[config.mk]
export PLATFORM = sky130hd
export DESIGN_NAME = thermostat_band_controller
export DESIGN_NICKNAME = d
export VERILOG_FILES = /design/src/rtl/tbc_pkg.sv /design/src/rtl/thermostat_band_controller.sv /design/src/rtl/tbc_ram.sv /design/src/rtl/tbc_ctrl.sv /design/src/rtl/tbc_dp.sv
export SDC_FILE = /design/constraint.sdc
export NUM_CORES = 1
export LEC_CHECK = 0
export ABC_AREA = 1
export BUFFER_PORTS_ARGS = -buffer_cell sky130_fd_sc_hd__buf_4
export CAP_MARGIN = 20
export CORE_MARGIN = 2
export CORE_UTILIZATION = 45
export CTS_CLUSTER_SIZE = 40
export DETAILED_ROUTE_END_ITERATION = 7
export PLACE_DENSITY = 0.69
export SYNTH_ARGS = -nofsm -noshare
export SYNTH_HDL_FRONTEND = slang
export SYNTH_SLANG_ARGS = --single-unit
[constraint.sdc]
create_clock -name clk_i -period 6.9 [get_ports clk_i]
set_input_delay 2.07 -clock clk_i [delete_from_list [all_inputs] [get_ports clk_i]]
set_output_delay 2.07 -clock clk_i [all_outputs]
set_load 0.005 [all_outputs]
[src/rtl/tbc_pkg.sv]
// ----------------------------------------------------------------------------
// tbc_pkg: shared types and constants of the thermostat band controller
// field widths, register indexes and reset values, item kinds, controller
// states, and the command and status bundles between controller and datapath
// ----------------------------------------------------------------------------
package tbc_pkg;

  // field widths
  localparam int unsigned FUNC_W     = 2;
  localparam int unsigned ADC_W      = 10;
  localparam int unsigned TEMP_W     = 9;
  localparam int unsigned MARGIN_W   = 6;
  localparam int unsigned CFG_IDX_W  = 2;
  localparam int unsigned CFG_DATA_W = 9;
  localparam int unsigned IN_DATA_W  = 16;
  localparam int unsigned OUT_DATA_W = 32;

  // default parameter values
  localparam int unsigned RING_DEPTH_DEF    = 10;
  localparam int unsigned SETPOINT_STEP_DEF = 5;

  // configuration register indexes
  localparam logic [CFG_IDX_W-1:0] CFG_BAND_MARGIN      = 2'd0;
  localparam logic [CFG_IDX_W-1:0] CFG_MIN_SETPOINT     = 2'd1;
  localparam logic [CFG_IDX_W-1:0] CFG_MAX_SETPOINT     = 2'd2;
  localparam logic [CFG_IDX_W-1:0] CFG_INITIAL_SETPOINT = 2'd3;

  // register reset values
  localparam logic [MARGIN_W-1:0] BAND_MARGIN_RST      = 6'd2;
  localparam logic [TEMP_W-1:0]   MIN_SETPOINT_RST     = 9'd35;
  localparam logic [TEMP_W-1:0]   MAX_SETPOINT_RST     = 9'd75;
  localparam logic [TEMP_W-1:0]   INITIAL_SETPOINT_RST = 9'd60;
  localparam logic [TEMP_W-1:0]   TEMP_MAX             = 9'd511;

  typedef enum logic [FUNC_W-1:0] {
    FUNC_SAMPLE  = 2'd0,
    FUNC_CONTROL = 2'd1,
    FUNC_RAISE   = 2'd2,
    FUNC_LOWER   = 2'd3
  } func_e;

  typedef enum logic [3:0] {
    ST_IDLE,
    ST_DECODE,
    ST_FILL,
    ST_READ,
    ST_UPDATE,
    ST_DIV_INIT,
    ST_DIV,
    ST_ADJUST,
    ST_DONE
  } state_e;

  typedef struct packed {
    logic load;
    logic fill_step;
    logic rd_old;
    logic upd;
    logic div_init;
    logic div_step;
    logic sp_adj;
    logic emit;
  } cmd_t;

  typedef struct packed {
    func_e func;
    logic  filled;
    logic  fill_last;
    logic  out_free;
  } status_t;

endpackage

[src/rtl/thermostat_band_controller.sv]
// ----------------------------------------------------------------------------
// thermostat_band_controller: dead-band thermostat on a moving average
// state path: control item decode, done; set-point item decode, adjust, done;
//   sample decode, read, update, divide init, divide, done; the first sample
//   decode, fill the whole ring, done; one item at a time, next beat taken the
//   cycle after the result is registered; a stalled result waits
// reset: asynchronous, active low; registers load defaults, set-point 60,
//   ring marked empty, mean and latest temperature zero
// ----------------------------------------------------------------------------
module thermostat_band_controller #(
  parameter int unsigned RING_DEPTH    = tbc_pkg::RING_DEPTH_DEF,
  parameter int unsigned SETPOINT_STEP = tbc_pkg::SETPOINT_STEP_DEF
) (
  input  logic                           clk_i,
  input  logic                           rst_ni,
  // configuration write port
  input  logic                           cfg_we_i,
  input  logic [tbc_pkg::CFG_IDX_W-1:0]  cfg_addr_i,
  input  logic [tbc_pkg::CFG_DATA_W-1:0] cfg_wdata_i,
  // input beats
  input  logic                           s_axis_tvalid,
  output logic                           s_axis_tready,
  // adc_sample[9:0], blink_phase[10], zero pad
  input  logic [tbc_pkg::IN_DATA_W-1:0]  s_axis_tdata,
  // func[1:0]
  input  logic [tbc_pkg::FUNC_W-1:0]     s_axis_tuser,
  // result beats
  output logic                           m_axis_tvalid,
  input  logic                           m_axis_tready,
  // heater_on[0], cooler_on[1], led_on[2], average_temp[11:3],
  // setpoint_now[20:12], display_value[29:21], display_blank[30], zero pad
  output logic [tbc_pkg::OUT_DATA_W-1:0] m_axis_tdata
);

  // command and status between sequencer and datapath
  tbc_pkg::cmd_t    cmd;
  tbc_pkg::status_t status;

  // sequencer: one item in flight, output register frees the input side
  tbc_ctrl u_ctrl (
    .clk_i         (clk_i),
    .rst_ni        (rst_ni),
    .s_axis_tvalid (s_axis_tvalid),
    .s_axis_tready (s_axis_tready),
    .status_i      (status),
    .cmd_o         (cmd)
  );

  // datapath: ring memory, running sum, reciprocal divide, band compare
  tbc_dp #(
    .RING_DEPTH    (RING_DEPTH),
    .SETPOINT_STEP (SETPOINT_STEP)
  ) u_dp (
    .clk_i         (clk_i),
    .rst_ni        (rst_ni),
    .cfg_we_i      (cfg_we_i),
    .cfg_addr_i    (cfg_addr_i),
    .cfg_wdata_i   (cfg_wdata_i),
    .s_axis_tdata  (s_axis_tdata),
    .s_axis_tuser  (s_axis_tuser),
    .m_axis_tvalid (m_axis_tvalid),
    .m_axis_tready (m_axis_tready),
    .m_axis_tdata  (m_axis_tdata),
    .cmd_i         (cmd),
    .status_o      (status)
  );

endmodule

[src/rtl/tbc_ram.sv]
// ----------------------------------------------------------------------------
// tbc_ram: generic single-write, single-read ram
// one write port and one read port, read data registered
// ----------------------------------------------------------------------------
module tbc_ram #(
  parameter int unsigned WIDTH = 9,
  parameter int unsigned DEPTH = 10
) (
  input  logic                     clk_i,
  input  logic                     we_i,
  input  logic [$clog2(DEPTH)-1:0] waddr_i,
  input  logic [WIDTH-1:0]         wdata_i,
  input  logic                     re_i,
  input  logic [$clog2(DEPTH)-1:0] raddr_i,
  output logic [WIDTH-1:0]         rdata_o
);

  logic [WIDTH-1:0] mem_q [DEPTH];
  logic [WIDTH-1:0] rdata_q;

  always_ff @(posedge clk_i) begin
    if (we_i) begin
      mem_q[waddr_i] <= wdata_i;
    end
    if (re_i) begin
      rdata_q <= mem_q[raddr_i];
    end
  end

  assign rdata_o = rdata_q;

endmodule

[src/rtl/tbc_ctrl.sv]
// ----------------------------------------------------------------------------
// tbc_ctrl: controller state machine
// sequences one item at a time through fill, ring update, divide, set-point adjust and result
// ----------------------------------------------------------------------------
module tbc_ctrl (
  input  logic             clk_i,
  input  logic             rst_ni,
  input  logic             s_axis_tvalid,
  output logic             s_axis_tready,
  input  tbc_pkg::status_t status_i,
  output tbc_pkg::cmd_t    cmd_o
);

  tbc_pkg::state_e state_q, state_d;

  always_ff @(posedge clk_i or negedge rst_ni) begin
    if (!rst_ni) begin
      state_q <= tbc_pkg::ST_IDLE;
    end else begin
      state_q <= state_d;
    end
  end

  // next state
  always_comb begin
    state_d = state_q;
    case (state_q)
      tbc_pkg::ST_IDLE: begin
        if (s_axis_tvalid) begin
          state_d = tbc_pkg::ST_DECODE;
        end
      end
      tbc_pkg::ST_DECODE: begin
        case (status_i.func)
          tbc_pkg::FUNC_SAMPLE:  state_d = status_i.filled ? tbc_pkg::ST_READ
                                                          : tbc_pkg::ST_FILL;
          tbc_pkg::FUNC_CONTROL: state_d = tbc_pkg::ST_DONE;
          default:               state_d = tbc_pkg::ST_ADJUST;
        endcase
      end
      tbc_pkg::ST_FILL: begin
        if (status_i.fill_last) begin
          state_d = tbc_pkg::ST_DONE;
        end
      end
      tbc_pkg::ST_READ:     state_d = tbc_pkg::ST_UPDATE;
      tbc_pkg::ST_UPDATE:   state_d = tbc_pkg::ST_DIV_INIT;
      tbc_pkg::ST_DIV_INIT: state_d = tbc_pkg::ST_DIV;
      tbc_pkg::ST_DIV:      state_d = tbc_pkg::ST_DONE;
      tbc_pkg::ST_ADJUST:   state_d = tbc_pkg::ST_DONE;
      tbc_pkg::ST_DONE: begin
        if (status_i.out_free) begin
          state_d = tbc_pkg::ST_IDLE;
        end
      end
      default:              state_d = tbc_pkg::ST_IDLE;
    endcase
  end

  // outputs
  always_comb begin
    cmd_o         = '0;
    s_axis_tready = 1'b0;
    case (state_q)
      tbc_pkg::ST_IDLE: begin
        s_axis_tready = 1'b1;
        cmd_o.load    = s_axis_tvalid;
      end
      tbc_pkg::ST_FILL:     cmd_o.fill_step = 1'b1;
      tbc_pkg::ST_READ:     cmd_o.rd_old    = 1'b1;
      tbc_pkg::ST_UPDATE:   cmd_o.upd       = 1'b1;
      tbc_pkg::ST_DIV_INIT: cmd_o.div_init  = 1'b1;
      tbc_pkg::ST_DIV:      cmd_o.div_step  = 1'b1;
      tbc_pkg::ST_ADJUST:   cmd_o.sp_adj    = 1'b1;
      tbc_pkg::ST_DONE:     cmd_o.emit      = status_i.out_free;
      default: ;
    endcase
  end

endmodule

[src/rtl/tbc_dp.sv]
// ----------------------------------------------------------------------------
// tbc_dp: datapath of the thermostat band controller
// config registers, sample ring with running sum, reciprocal-multiply mean,
// set-point adjust, band decision and output register
// ----------------------------------------------------------------------------
module tbc_dp #(
  parameter int unsigned RING_DEPTH    = tbc_pkg::RING_DEPTH_DEF,
  parameter int unsigned SETPOINT_STEP = tbc_pkg::SETPOINT_STEP_DEF
) (
  input  logic                              clk_i,
  input  logic                              rst_ni,
  input  logic                              cfg_we_i,
  input  logic [tbc_pkg::CFG_IDX_W-1:0]     cfg_addr_i,
  input  logic [tbc_pkg::CFG_DATA_W-1:0]    cfg_wdata_i,
  input  logic [tbc_pkg::IN_DATA_W-1:0]     s_axis_tdata,
  input  logic [tbc_pkg::FUNC_W-1:0]        s_axis_tuser,
  output logic                              m_axis_tvalid,
  input  logic                              m_axis_tready,
  output logic [tbc_pkg::OUT_DATA_W-1:0]    m_axis_tdata,
  input  tbc_pkg::cmd_t                     cmd_i,
  output tbc_pkg::status_t                  status_o
);

  localparam int unsigned TW     = tbc_pkg::TEMP_W;
  localparam int unsigned IDX_W  = $clog2(RING_DEPTH);
  localparam int unsigned SUM_W  = $clog2(RING_DEPTH * ((2 ** TW) - 1) + 1);
  localparam int unsigned CW     = TW + 2;
  // mean = (sum * RCP) >> RCP_SH, exact for every sum below 2 ** SUM_W
  localparam int unsigned RCP_SH = SUM_W + IDX_W;
  localparam int unsigned RCP_W  = SUM_W + 1;
  localparam int unsigned PROD_W = SUM_W + RCP_W;
  localparam logic [IDX_W-1:0] IDX_LAST = IDX_W'(RING_DEPTH - 1);
  localparam logic [RCP_W-1:0] RCP      =
    RCP_W'(((2 ** RCP_SH) + RING_DEPTH - 1) / RING_DEPTH);
  localparam logic [SUM_W:0]   DEPTH_S  = (SUM_W + 1)'(RING_DEPTH);
  localparam logic [TW-1:0]    STEP_T   = TW'(SETPOINT_STEP);

  // configuration
  logic [tbc_pkg::MARGIN_W-1:0] band_q;
  logic [TW-1:0]                min_sp_q, max_sp_q;

  always_ff @(posedge clk_i or negedge rst_ni) begin
    if (!rst_ni) begin
      band_q   <= tbc_pkg::BAND_MARGIN_RST;
      min_sp_q <= tbc_pkg::MIN_SETPOINT_RST;
      max_sp_q <= tbc_pkg::MAX_SETPOINT_RST;
    end else if (cfg_we_i) begin
      case (cfg_addr_i)
        tbc_pkg::CFG_BAND_MARGIN:  band_q   <= cfg_wdata_i[tbc_pkg::MARGIN_W-1:0];
        tbc_pkg::CFG_MIN_SETPOINT: min_sp_q <= cfg_wdata_i[TW-1:0];
        tbc_pkg::CFG_MAX_SETPOINT: max_sp_q <= cfg_wdata_i[TW-1:0];
        // only seen through reset, which reloads its default anyway
        tbc_pkg::CFG_INITIAL_SETPOINT: ;
        default: ;
      endcase
    end
  end

  // item capture
  tbc_pkg::func_e func_q;
  logic           blink_q;
  logic [TW-1:0]  latest_q;

  always_ff @(posedge clk_i or negedge rst_ni) begin
    if (!rst_ni) begin
      latest_q <= '0;
    end else if (cmd_i.load && (tbc_pkg::func_e'(s_axis_tuser) == tbc_pkg::FUNC_SAMPLE)) begin
      latest_q <= s_axis_tdata[tbc_pkg::ADC_W-1:1];
    end
  end

  always_ff @(posedge clk_i) begin
    if (cmd_i.load) begin
      func_q  <= tbc_pkg::func_e'(s_axis_tuser);
      blink_q <= s_axis_tdata[tbc_pkg::ADC_W];
    end
  end

  // sample ring and running sum
  logic             filled_q;
  logic [IDX_W-1:0] idx_q;
  logic [SUM_W-1:0] sum_q;
  logic [TW-1:0]    old_rd;
  logic             ring_we;

  assign ring_we = cmd_i.fill_step || cmd_i.upd;

  tbc_ram #(
    .WIDTH (TW),
    .DEPTH (RING_DEPTH)
  ) u_ring (
    .clk_i   (clk_i),
    .we_i    (ring_we),
    .waddr_i (idx_q),
    .wdata_i (latest_q),
    .re_i    (cmd_i.rd_old),
    .raddr_i (idx_q),
    .rdata_o (old_rd)
  );

  always_ff @(posedge clk_i or negedge rst_ni) begin
    if (!rst_ni) begin
      filled_q <= 1'b0;
      idx_q    <= '0;
      sum_q    <= '0;
    end else begin
      if (ring_we) begin
        idx_q <= (idx_q == IDX_LAST) ? '0 : idx_q + 1'b1;
      end
      if (cmd_i.fill_step) begin
        sum_q <= sum_q + SUM_W'(latest_q);
        if (idx_q == IDX_LAST) begin
          filled_q <= 1'b1;
        end
      end else if (cmd_i.upd) begin
        sum_q <= sum_q - SUM_W'(old_rd) + SUM_W'(latest_q);
      end
    end
  end

  // divide by the ring depth: registered product, then the quotient bits
  logic [PROD_W-1:0] prod_q;
  logic [TW-1:0]     mean_q;

  always_ff @(posedge clk_i) begin
    if (cmd_i.div_init) begin
      prod_q <= PROD_W'(sum_q) * PROD_W'(RCP);
    end
  end

  always_ff @(posedge clk_i or negedge rst_ni) begin
    if (!rst_ni) begin
      mean_q <= '0;
    end else if (cmd_i.fill_step && (idx_q == IDX_LAST)) begin
      // every entry holds the same sample
      mean_q <= latest_q;
    end else if (cmd_i.div_step) begin
      mean_q <= prod_q[RCP_SH +: TW];
    end
  end

  // set-point adjust
  logic [TW-1:0] sp_q, sp_up, sp_dn;
  logic [TW:0]   sp_add;

  assign sp_add = {1'b0, sp_q} + {1'b0, STEP_T};
  assign sp_up  = sp_add[TW] ? tbc_pkg::TEMP_MAX : sp_add[TW-1:0];
  assign sp_dn  = (sp_q >= STEP_T) ? sp_q - STEP_T : '0;

  always_ff @(posedge clk_i or negedge rst_ni) begin
    if (!rst_ni) begin
      sp_q <= tbc_pkg::INITIAL_SETPOINT_RST;
    end else if (cmd_i.sp_adj) begin
      if ((func_q == tbc_pkg::FUNC_RAISE) && (sp_q < max_sp_q)) begin
        sp_q <= sp_up;
      end else if ((func_q == tbc_pkg::FUNC_LOWER) && (sp_q > min_sp_q)) begin
        sp_q <= sp_dn;
      end
    end
  end

  // band decision, signed
  logic signed [CW-1:0] sp_s, hi_s, lo_s;
  logic                 below_hi, in_band, ctl_item;
  logic                 heat, cool, led, blank;
  logic [TW-1:0]        disp;

  assign sp_s     = $signed({2'b00, sp_q});
  assign hi_s     = $signed({2'b00, mean_q}) + $signed({{(CW - tbc_pkg::MARGIN_W){1'b0}}, band_q});
  assign lo_s     = $signed({2'b00, mean_q}) - $signed({{(CW - tbc_pkg::MARGIN_W){1'b0}}, band_q});
  assign below_hi = sp_s < hi_s;
  assign in_band  = below_hi && (sp_s > lo_s);
  assign ctl_item = (func_q == tbc_pkg::FUNC_SAMPLE) || (func_q == tbc_pkg::FUNC_CONTROL);

  assign heat  = ctl_item && !below_hi;
  assign cool  = ctl_item && !in_band && below_hi;
  assign led   = cool || (heat && blink_q);
  assign blank = !ctl_item && !blink_q;
  assign disp  = ctl_item ? latest_q : sp_q;

  // output register
  logic                          out_valid_q;
  logic [tbc_pkg::OUT_DATA_W-1:0] out_data_q;

  always_ff @(posedge clk_i or negedge rst_ni) begin
    if (!rst_ni) begin
      out_valid_q <= 1'b0;
    end else if (cmd_i.emit) begin
      out_valid_q <= 1'b1;
    end else if (m_axis_tready) begin
      out_valid_q <= 1'b0;
    end
  end

  always_ff @(posedge clk_i) begin
    if (cmd_i.emit) begin
      out_data_q <= {1'b0, blank, disp, sp_q, mean_q, led, cool, heat};
    end
  end

  assign m_axis_tvalid = out_valid_q;
  assign m_axis_tdata  = out_data_q;

  assign status_o.func      = func_q;
  assign status_o.filled    = filled_q;
  assign status_o.fill_last = idx_q == IDX_LAST;
  assign status_o.out_free  = !out_valid_q || m_axis_tready;

  // ring pointer never leaves the ring
  a_idx_range: assert property (@(posedge clk_i) disable iff (!rst_ni)
    idx_q <= IDX_LAST)
    else $error("ring index out of range");

  // the new mean is the truncated quotient of the ring sum
  a_mean_exact: assert property (@(posedge clk_i) disable iff (!rst_ni)
    cmd_i.div_step |=>
      (((SUM_W + 1)'(mean_q) * DEPTH_S) <= (SUM_W + 1)'(sum_q)) &&
      ((SUM_W + 1)'(sum_q) < (((SUM_W + 1)'(mean_q) + 1'b1) * DEPTH_S)))
    else $error("mean does not match ring sum");

  // a raise at or above the limit leaves the set-point alone
  a_raise_limit: assert property (@(posedge clk_i) disable iff (!rst_ni)
    (cmd_i.sp_adj && (func_q == tbc_pkg::FUNC_RAISE) && (sp_q >= max_sp_q))
      |=> $stable(sp_q))
    else $error("set-point raised past limit");

  // a taken beat with no new result drops valid
  a_out_drop: assert property (@(posedge clk_i) disable iff (!rst_ni)
    (out_valid_q && m_axis_tready && !cmd_i.emit) |=> !out_valid_q)
    else $error("result beat repeated");

endmodule
==> reports/results.ini, run 1 <==
[status]
status = completed

[place]
hpwlAfterDp_mm = 26.77
io_buffers = 60
placedInstanceArea_um2 = 15780
gp_congestion = 0.9153
preCtsSetupSlack_ns = 2.058

[routing]
dr.pass1.iters = 5
drc = 0
ant_nets = 0
via_per_inst = 5.181
post_drt_wl_per_cell_um = 16.37
top_layer = met5
dr.first_iter.drc_count = 892
met2WireLength_mm = 17.04
drt_wl_total_mm = 35.56
met1Wirelength_mm = 15.46
met3_length_mm = 2.056
vias = 11250

[global_route]
grt_usage_pct = 21.01
grt_pass1_vias = 11050
grt_max_degree = 75
grt_first_pass_wirelength_mm = 56.99
overflow = 0
antenna_found_initial = 1

[floorplanning]
die_h_um = 186.2
fp.coreArea_um2 = 32620
rows = 66
die_w_um = 186.2
initial_core_util_pct = 45.80
io_pins = 68
die-area_um2 = 34670

[clock_tree]
ctsResizeCount = 0
insertion_delay_ns = 0.52
hold_buffers = 0
cts-root-buf = clkbuf_16
cts.sinks = 216
cts_max_level = 1
cts_tree = yes
post-cts-setup-buffers = 0
cts_buffers = 24
clock_path_buffers = 3
clk_pin_slew_ns = 0.06

[worst_setup_path]
worst_r2r_path_depth = 15
end_kind = register
worstPathRequired_ns = 7.16
cp-start-kind = register
r2r_slack_ns = 2.03
r2r-start = u_dp.sum_q[5]
crit_type = reg2reg
cp_max_fo = 9
r2r_end = u_dp.prod_q[24]
arrival_ns = 5.13

[sta]
period_minus_slack_ns = 4.867
setup_viol = 0
finalMaxSlewViolations = 0
finalCritPeriodShare_pct = 70.53
fin_hold_ws_ns = 0.4857
rsz0062_at_grt = false
hold_viol = 0
fmax_mhz = 205.5
slew_headroom_pct = 33.21
skew_ns = 0.01009
timing.final.ws_setup_ns = 2.033
setup_tns_ns = 0
worst_slew_pin_slew_ns = 1.001

[worst_hold_path]
min-delay-start = u_dp.min_sp_q[3]
holdPathEnd = u_dp.min_sp_q[3]
hp-class = reg2reg
holdPathStages = 2

[logic_synthesis]
synth_seq_cells = 216
synth.distinct_cells = 55
syn_area_um2 = 14940
synth_ff_type = edfxtp_1
seq_area_frac_synth_pct = 41.04
synth_nets = 1897
yosysWarnings = 0
synth_edf_count = 142
avgSynthCellArea_um2 = 9.044
netlist_instances = 1652
async_reset_ff_share_pct = 34.26

[cells_and_area]
area.sequential_um2 = 6131
final_nets = 1957
synthToLayoutAreaGrowth_pct = 11.05
drive_gt1_share_pct = 10.06
fillers = 2954
n_antenna_cell = 0
final_area_um2 = 16590
multi_input_area_um2 = 7531

[job]
max_cap_violations = 0

==> synth_stat cells (all sizes together) (25+ instances only) <==
master  instances  area [um2]
nand2         358        1378
inv           290        1096
ha            157        1964
edfxtp        142        4264
nor2          137       590.6
a21oi          90       465.5
o21ai          86       460.5
nand3          71       360.3
dfrtp          62        1551
fa             54        1081
a22oi          39       317.8
xor2           25       219.0
==> cells by family (layout without fill, tap and decap cells) <==
family                   after synthesis  after routing  synth area share (%)
AO/OA/AOI/OAI                        245            245                 9.974
XOR/XNOR                              32             32                 1.876
adder cells (fa/ha/maj)              211            211                 20.38
buffers and inverters                321            399                 8.617
flip-flops                           216            216                 41.04
other                                  1              1               0.02510
AND/OR/NAND/NOR                      626            626                 18.09
==> cells in the final DEF, fill, tap and decap left out, drive strengths merged, types with 54 or more instances in the layout <==
| cell | instances |
|---|---|
| nor2 | 137 |
| o21ai | 86 |
| nand2 | 358 |
| fa | 54 |
| ha | 157 |
| inv | 290 |
| buf | 65 |
| nand3 | 71 |
| edfxtp | 142 |
| a21oi | 90 |
| dfrtp | 62 |
==> state kept, by name (all words and copies together) (netlist names), 6 cells and up <==
register	cells
u_dp.band_q	6
u_dp.latest_q	9
u_dp.m_axis_tdata	31
u_dp.max_sp_q	9
u_dp.mean_q	9
u_dp.min_sp_q	9
u_dp.prod_q	9
u_dp.sp_q	9
u_dp.sum_q	13
u_dp.u_ring.mem_q	90
u_dp.u_ring.rdata_o	9
==> final cells by class <==
cell class                 instances  area share, %
multi-input combinational       1115          45.39
inverter                         290          6.606
sequential                       216          36.95
clock inverter                     8         0.6410
tap                              442          3.333
clock buffer                      36          4.012
timing repair buffer              65          3.062
==> worst max-delay path, stage by stage (launching register included) <==
cell	delay, ns
dfrtp_1	0.66
ha_1	0.35
inv_1	0.09
fa_1	0.45
fa_1	0.55
inv_1	0.05
fa_1	0.52
inv_1	0.06
fa_1	0.53
inv_1	0.04
ha_1	0.34
a21oi_1	0.33
o21ai_0	0.18
a21oi_1	0.17
nand3_1	0.13
xor2_1	0.16
==> layer usage <==
metal	up-vias	global-route usage [%]
met5	-	0
met4	2	5.921
met3	67	3.174
met2	276	35.94
met1	5349	27.82
li1	5559	-
==> stage by stage <==
step,std cells,util (%)
2_1_floorplan,1652,-
3_3_place_gp,2126,48.39
3_5_place_dp,2126,48.39
4_1_cts,2170,50.76
5_1_grt,2172,50.86
6_report,2172,50.86
==> how the worst max path moves through the flow <==
stage | startpoint | endpoint | slack [ns] | cells past startpoint
after floorplan | u_dp.sum_q[9] | u_dp.prod_q[24] | 2.54 | 15
after global placement | u_dp.sum_q[5] | u_dp.prod_q[24] | 2.08 | 15
after detailed placement | u_dp.sum_q[5] | u_dp.prod_q[24] | 2.06 | 15
after CTS | u_dp.sum_q[5] | u_dp.prod_q[24] | 2.03 | 15
after global routing | u_dp.sum_q[5] | u_dp.prod_q[24] | 1.79 | 15
final | u_dp.sum_q[5] | u_dp.prod_q[24] | 2.03 | 15
Power of run 1 is left out: the tool's default activity adds up to more than one toggle a clock period on the data nets, which glitch-free logic cannot reach.
==> run 2: changes to the inputs <==
Settings changed: PLACE_DENSITY 0.69 to 0.72.
Clock period 6.9 ns to 4 ns, I/O delays scaled along.
==> reports/results.ini, run 2 (synthesis results as in run 1) <==
[routing]
drt_wl_total_mm = 35.92  ; +1.0%
drc = 0  ; unchanged
post_drt_wl_per_cell_um = 16.04  ; -2.0%
ant_nets = 0  ; unchanged
dr.first_iter.drc_count = 929  ; +4.1%
via_per_inst = 5.193  ; +0.23%
vias = 11630  ; +3.3%
dr.pass1.iters = 5  ; unchanged

[clock_tree]
cts.sinks = 216  ; unchanged
cts_buffers = 23  ; -4.2%
cts_tree = yes
cts_max_level = 1  ; unchanged
cts-root-buf = clkbuf_16
clock_path_buffers = 3  ; unchanged
clk_pin_slew_ns = 0.07  ; about the same
hold_buffers = 0  ; unchanged
insertion_delay_ns = 0.52  ; about the same

[floorplanning]
io_pins = 68  ; unchanged
initial_core_util_pct = 45.80  ; unchanged
rows = 66  ; unchanged
fp.coreArea_um2 = 32620  ; unchanged
die-area_um2 = 34670  ; unchanged
die_h_um = 186.2  ; unchanged
die_w_um = 186.2  ; unchanged

[global_route]
grt_usage_pct = 21.29  ; +0.28 points
grt_first_pass_wirelength_mm = 57.90  ; +1.6%
grt_pass1_vias = 11190  ; +1.3%
grt_max_degree = 39  ; -48%
overflow = 0  ; unchanged
antenna_found_initial = 0  ; -1

[sta]
period_minus_slack_ns = 4.236  ; -0.6305 ns
finalCritPeriodShare_pct = 105.9  ; +35 points
fin_hold_ws_ns = 0.4721  ; -0.01354 ns
worst_slew_pin_slew_ns = 0.9457  ; -0.05511 ns
hold_viol = 0  ; unchanged
skew_ns = 0.01196  ; +0.001868 ns
rsz0062_at_grt = true
slew_headroom_pct = 36.89  ; +3.7 points
timing.final.ws_setup_ns = -0.2361  ; -2.269 ns
setup_viol = 9  ; +9
finalMaxSlewViolations = 0  ; unchanged
fmax_mhz = 236.1  ; +15%
setup_tns_ns = -1.437  ; -1.437 ns

[cells_and_area]
regMostFlops = u_dp.u_ring.mem_q
utilization_pct = 53.68  ; +2.8 points
synthToLayoutAreaGrowth_pct = 17.19
final_area_um2 = 17510  ; +5.5%
largest_reg_flops = 90  ; unchanged
n_antenna_cell = 0  ; unchanged
layout.cells.most_common = nand2_1
drive_gt1_share_pct = 18.09  ; +8.0 points
layout_common_cells = nand2_1 (339), inv_1 (262), edfxtp_1 (142), ha_1 (141), buf_4 (133)
final_nets = 2025  ; +3.5%

[worst_setup_path]
cp_max_fo = 4  ; -5
arrival_ns = 4.52  ; -0.61 ns
crit_type = reg2reg
cp-start-kind = register
end_kind = register
worstPathRequired_ns = 4.28  ; -2.88 ns

[status]
status = complete, but fails checks
violations = negative setup slack

[worst_hold_path]
hp-class = reg2reg

[place]
gp_congestion = 0.9568  ; +4.5%
io_buffers = 60  ; unchanged
hpwlAfterDp_mm = 27.08  ; +1.2%
placedInstanceArea_um2 = 16460  ; +4.3%

[job]
max_cap_violations = 0  ; unchanged

## run 2: layer usage
layer | vias to the layer above | wire length, um | track usage [%]
met5 | - | 0 | 0
met4 | 0 | 716 | 5.260
met3 | 49 | 1836 | 1.674
met2 | 291 | 16800 | 35.30
met1 | 5595 | 16570 | 30.42
li1 | 5692 | - | -
## run 2: cell type report
| type | instances | area, um2 |
|---|---|---|
| Fill cell | 2868 | 15110 |
| Multi-Input combinational cell | 1115 | 7899 |
| Sequential cell | 216 | 6145 |
| Inverter | 290 | 1099 |
| Timing Repair Buffer | 134 | 1010 |
| Clock buffer | 27 | 641.9 |
| Tap cell | 442 | 553.0 |
| Clock inverter | 15 | 162.7 |
## run 2: critical path: stages (launching register included)
cell and delay [ns]:
dfrtp_2 0.45, ha_4 0.29, inv_4 0.03, fa_2 0.52, inv_2 0.04, fa_2 0.52
inv_2 0.04, fa_1 0.51, inv_2 0.04, fa_1 0.49, ha_4 0.33, nand2_4 0.08
nor4_4 0.28, nand2_1 0.09, nand2_2 0.10, nand2_2 0.06, nand3_2 0.05, nand2_1 0.05
## run 2: per-stage QoR
stage          setup slack (ns)  cells
4_1_cts                 -0.2322   2236
3_3_place_gp            -0.2311   2189
3_5_place_dp            -0.2840   2189
6_report                -0.2361   2239
2_1_floorplan          -0.04582   1652
5_1_grt                 -0.3740   2239
## run 2: what timing repair did
action,CTS,global route
setup endpoints to repair,9,9
pin swaps,26,32
setup buffers,5,3
resized for setup,16,31
## run 2: worst paths after layout
path | depth (start not counted) | start | endpoint | slack [ns]
max | 17 | u_dp.sum_q[8] | u_dp.prod_q[23] | -0.24
min | 1 | u_dp.filled_q | u_dp.filled_q | 0.47
max reg2reg | 17 | u_dp.sum_q[8] | u_dp.prod_q[23] | -0.24
min reg2reg | 1 | u_dp.filled_q | u_dp.filled_q | 0.47
max in group asynchronous | 2 | rst_ni | u_dp.max_sp_q[0] | 2.53
min in group asynchronous | 1 | rst_ni | u_dp.idx_q[1] | 0.67
Power of run 2 is left out for the same reason.
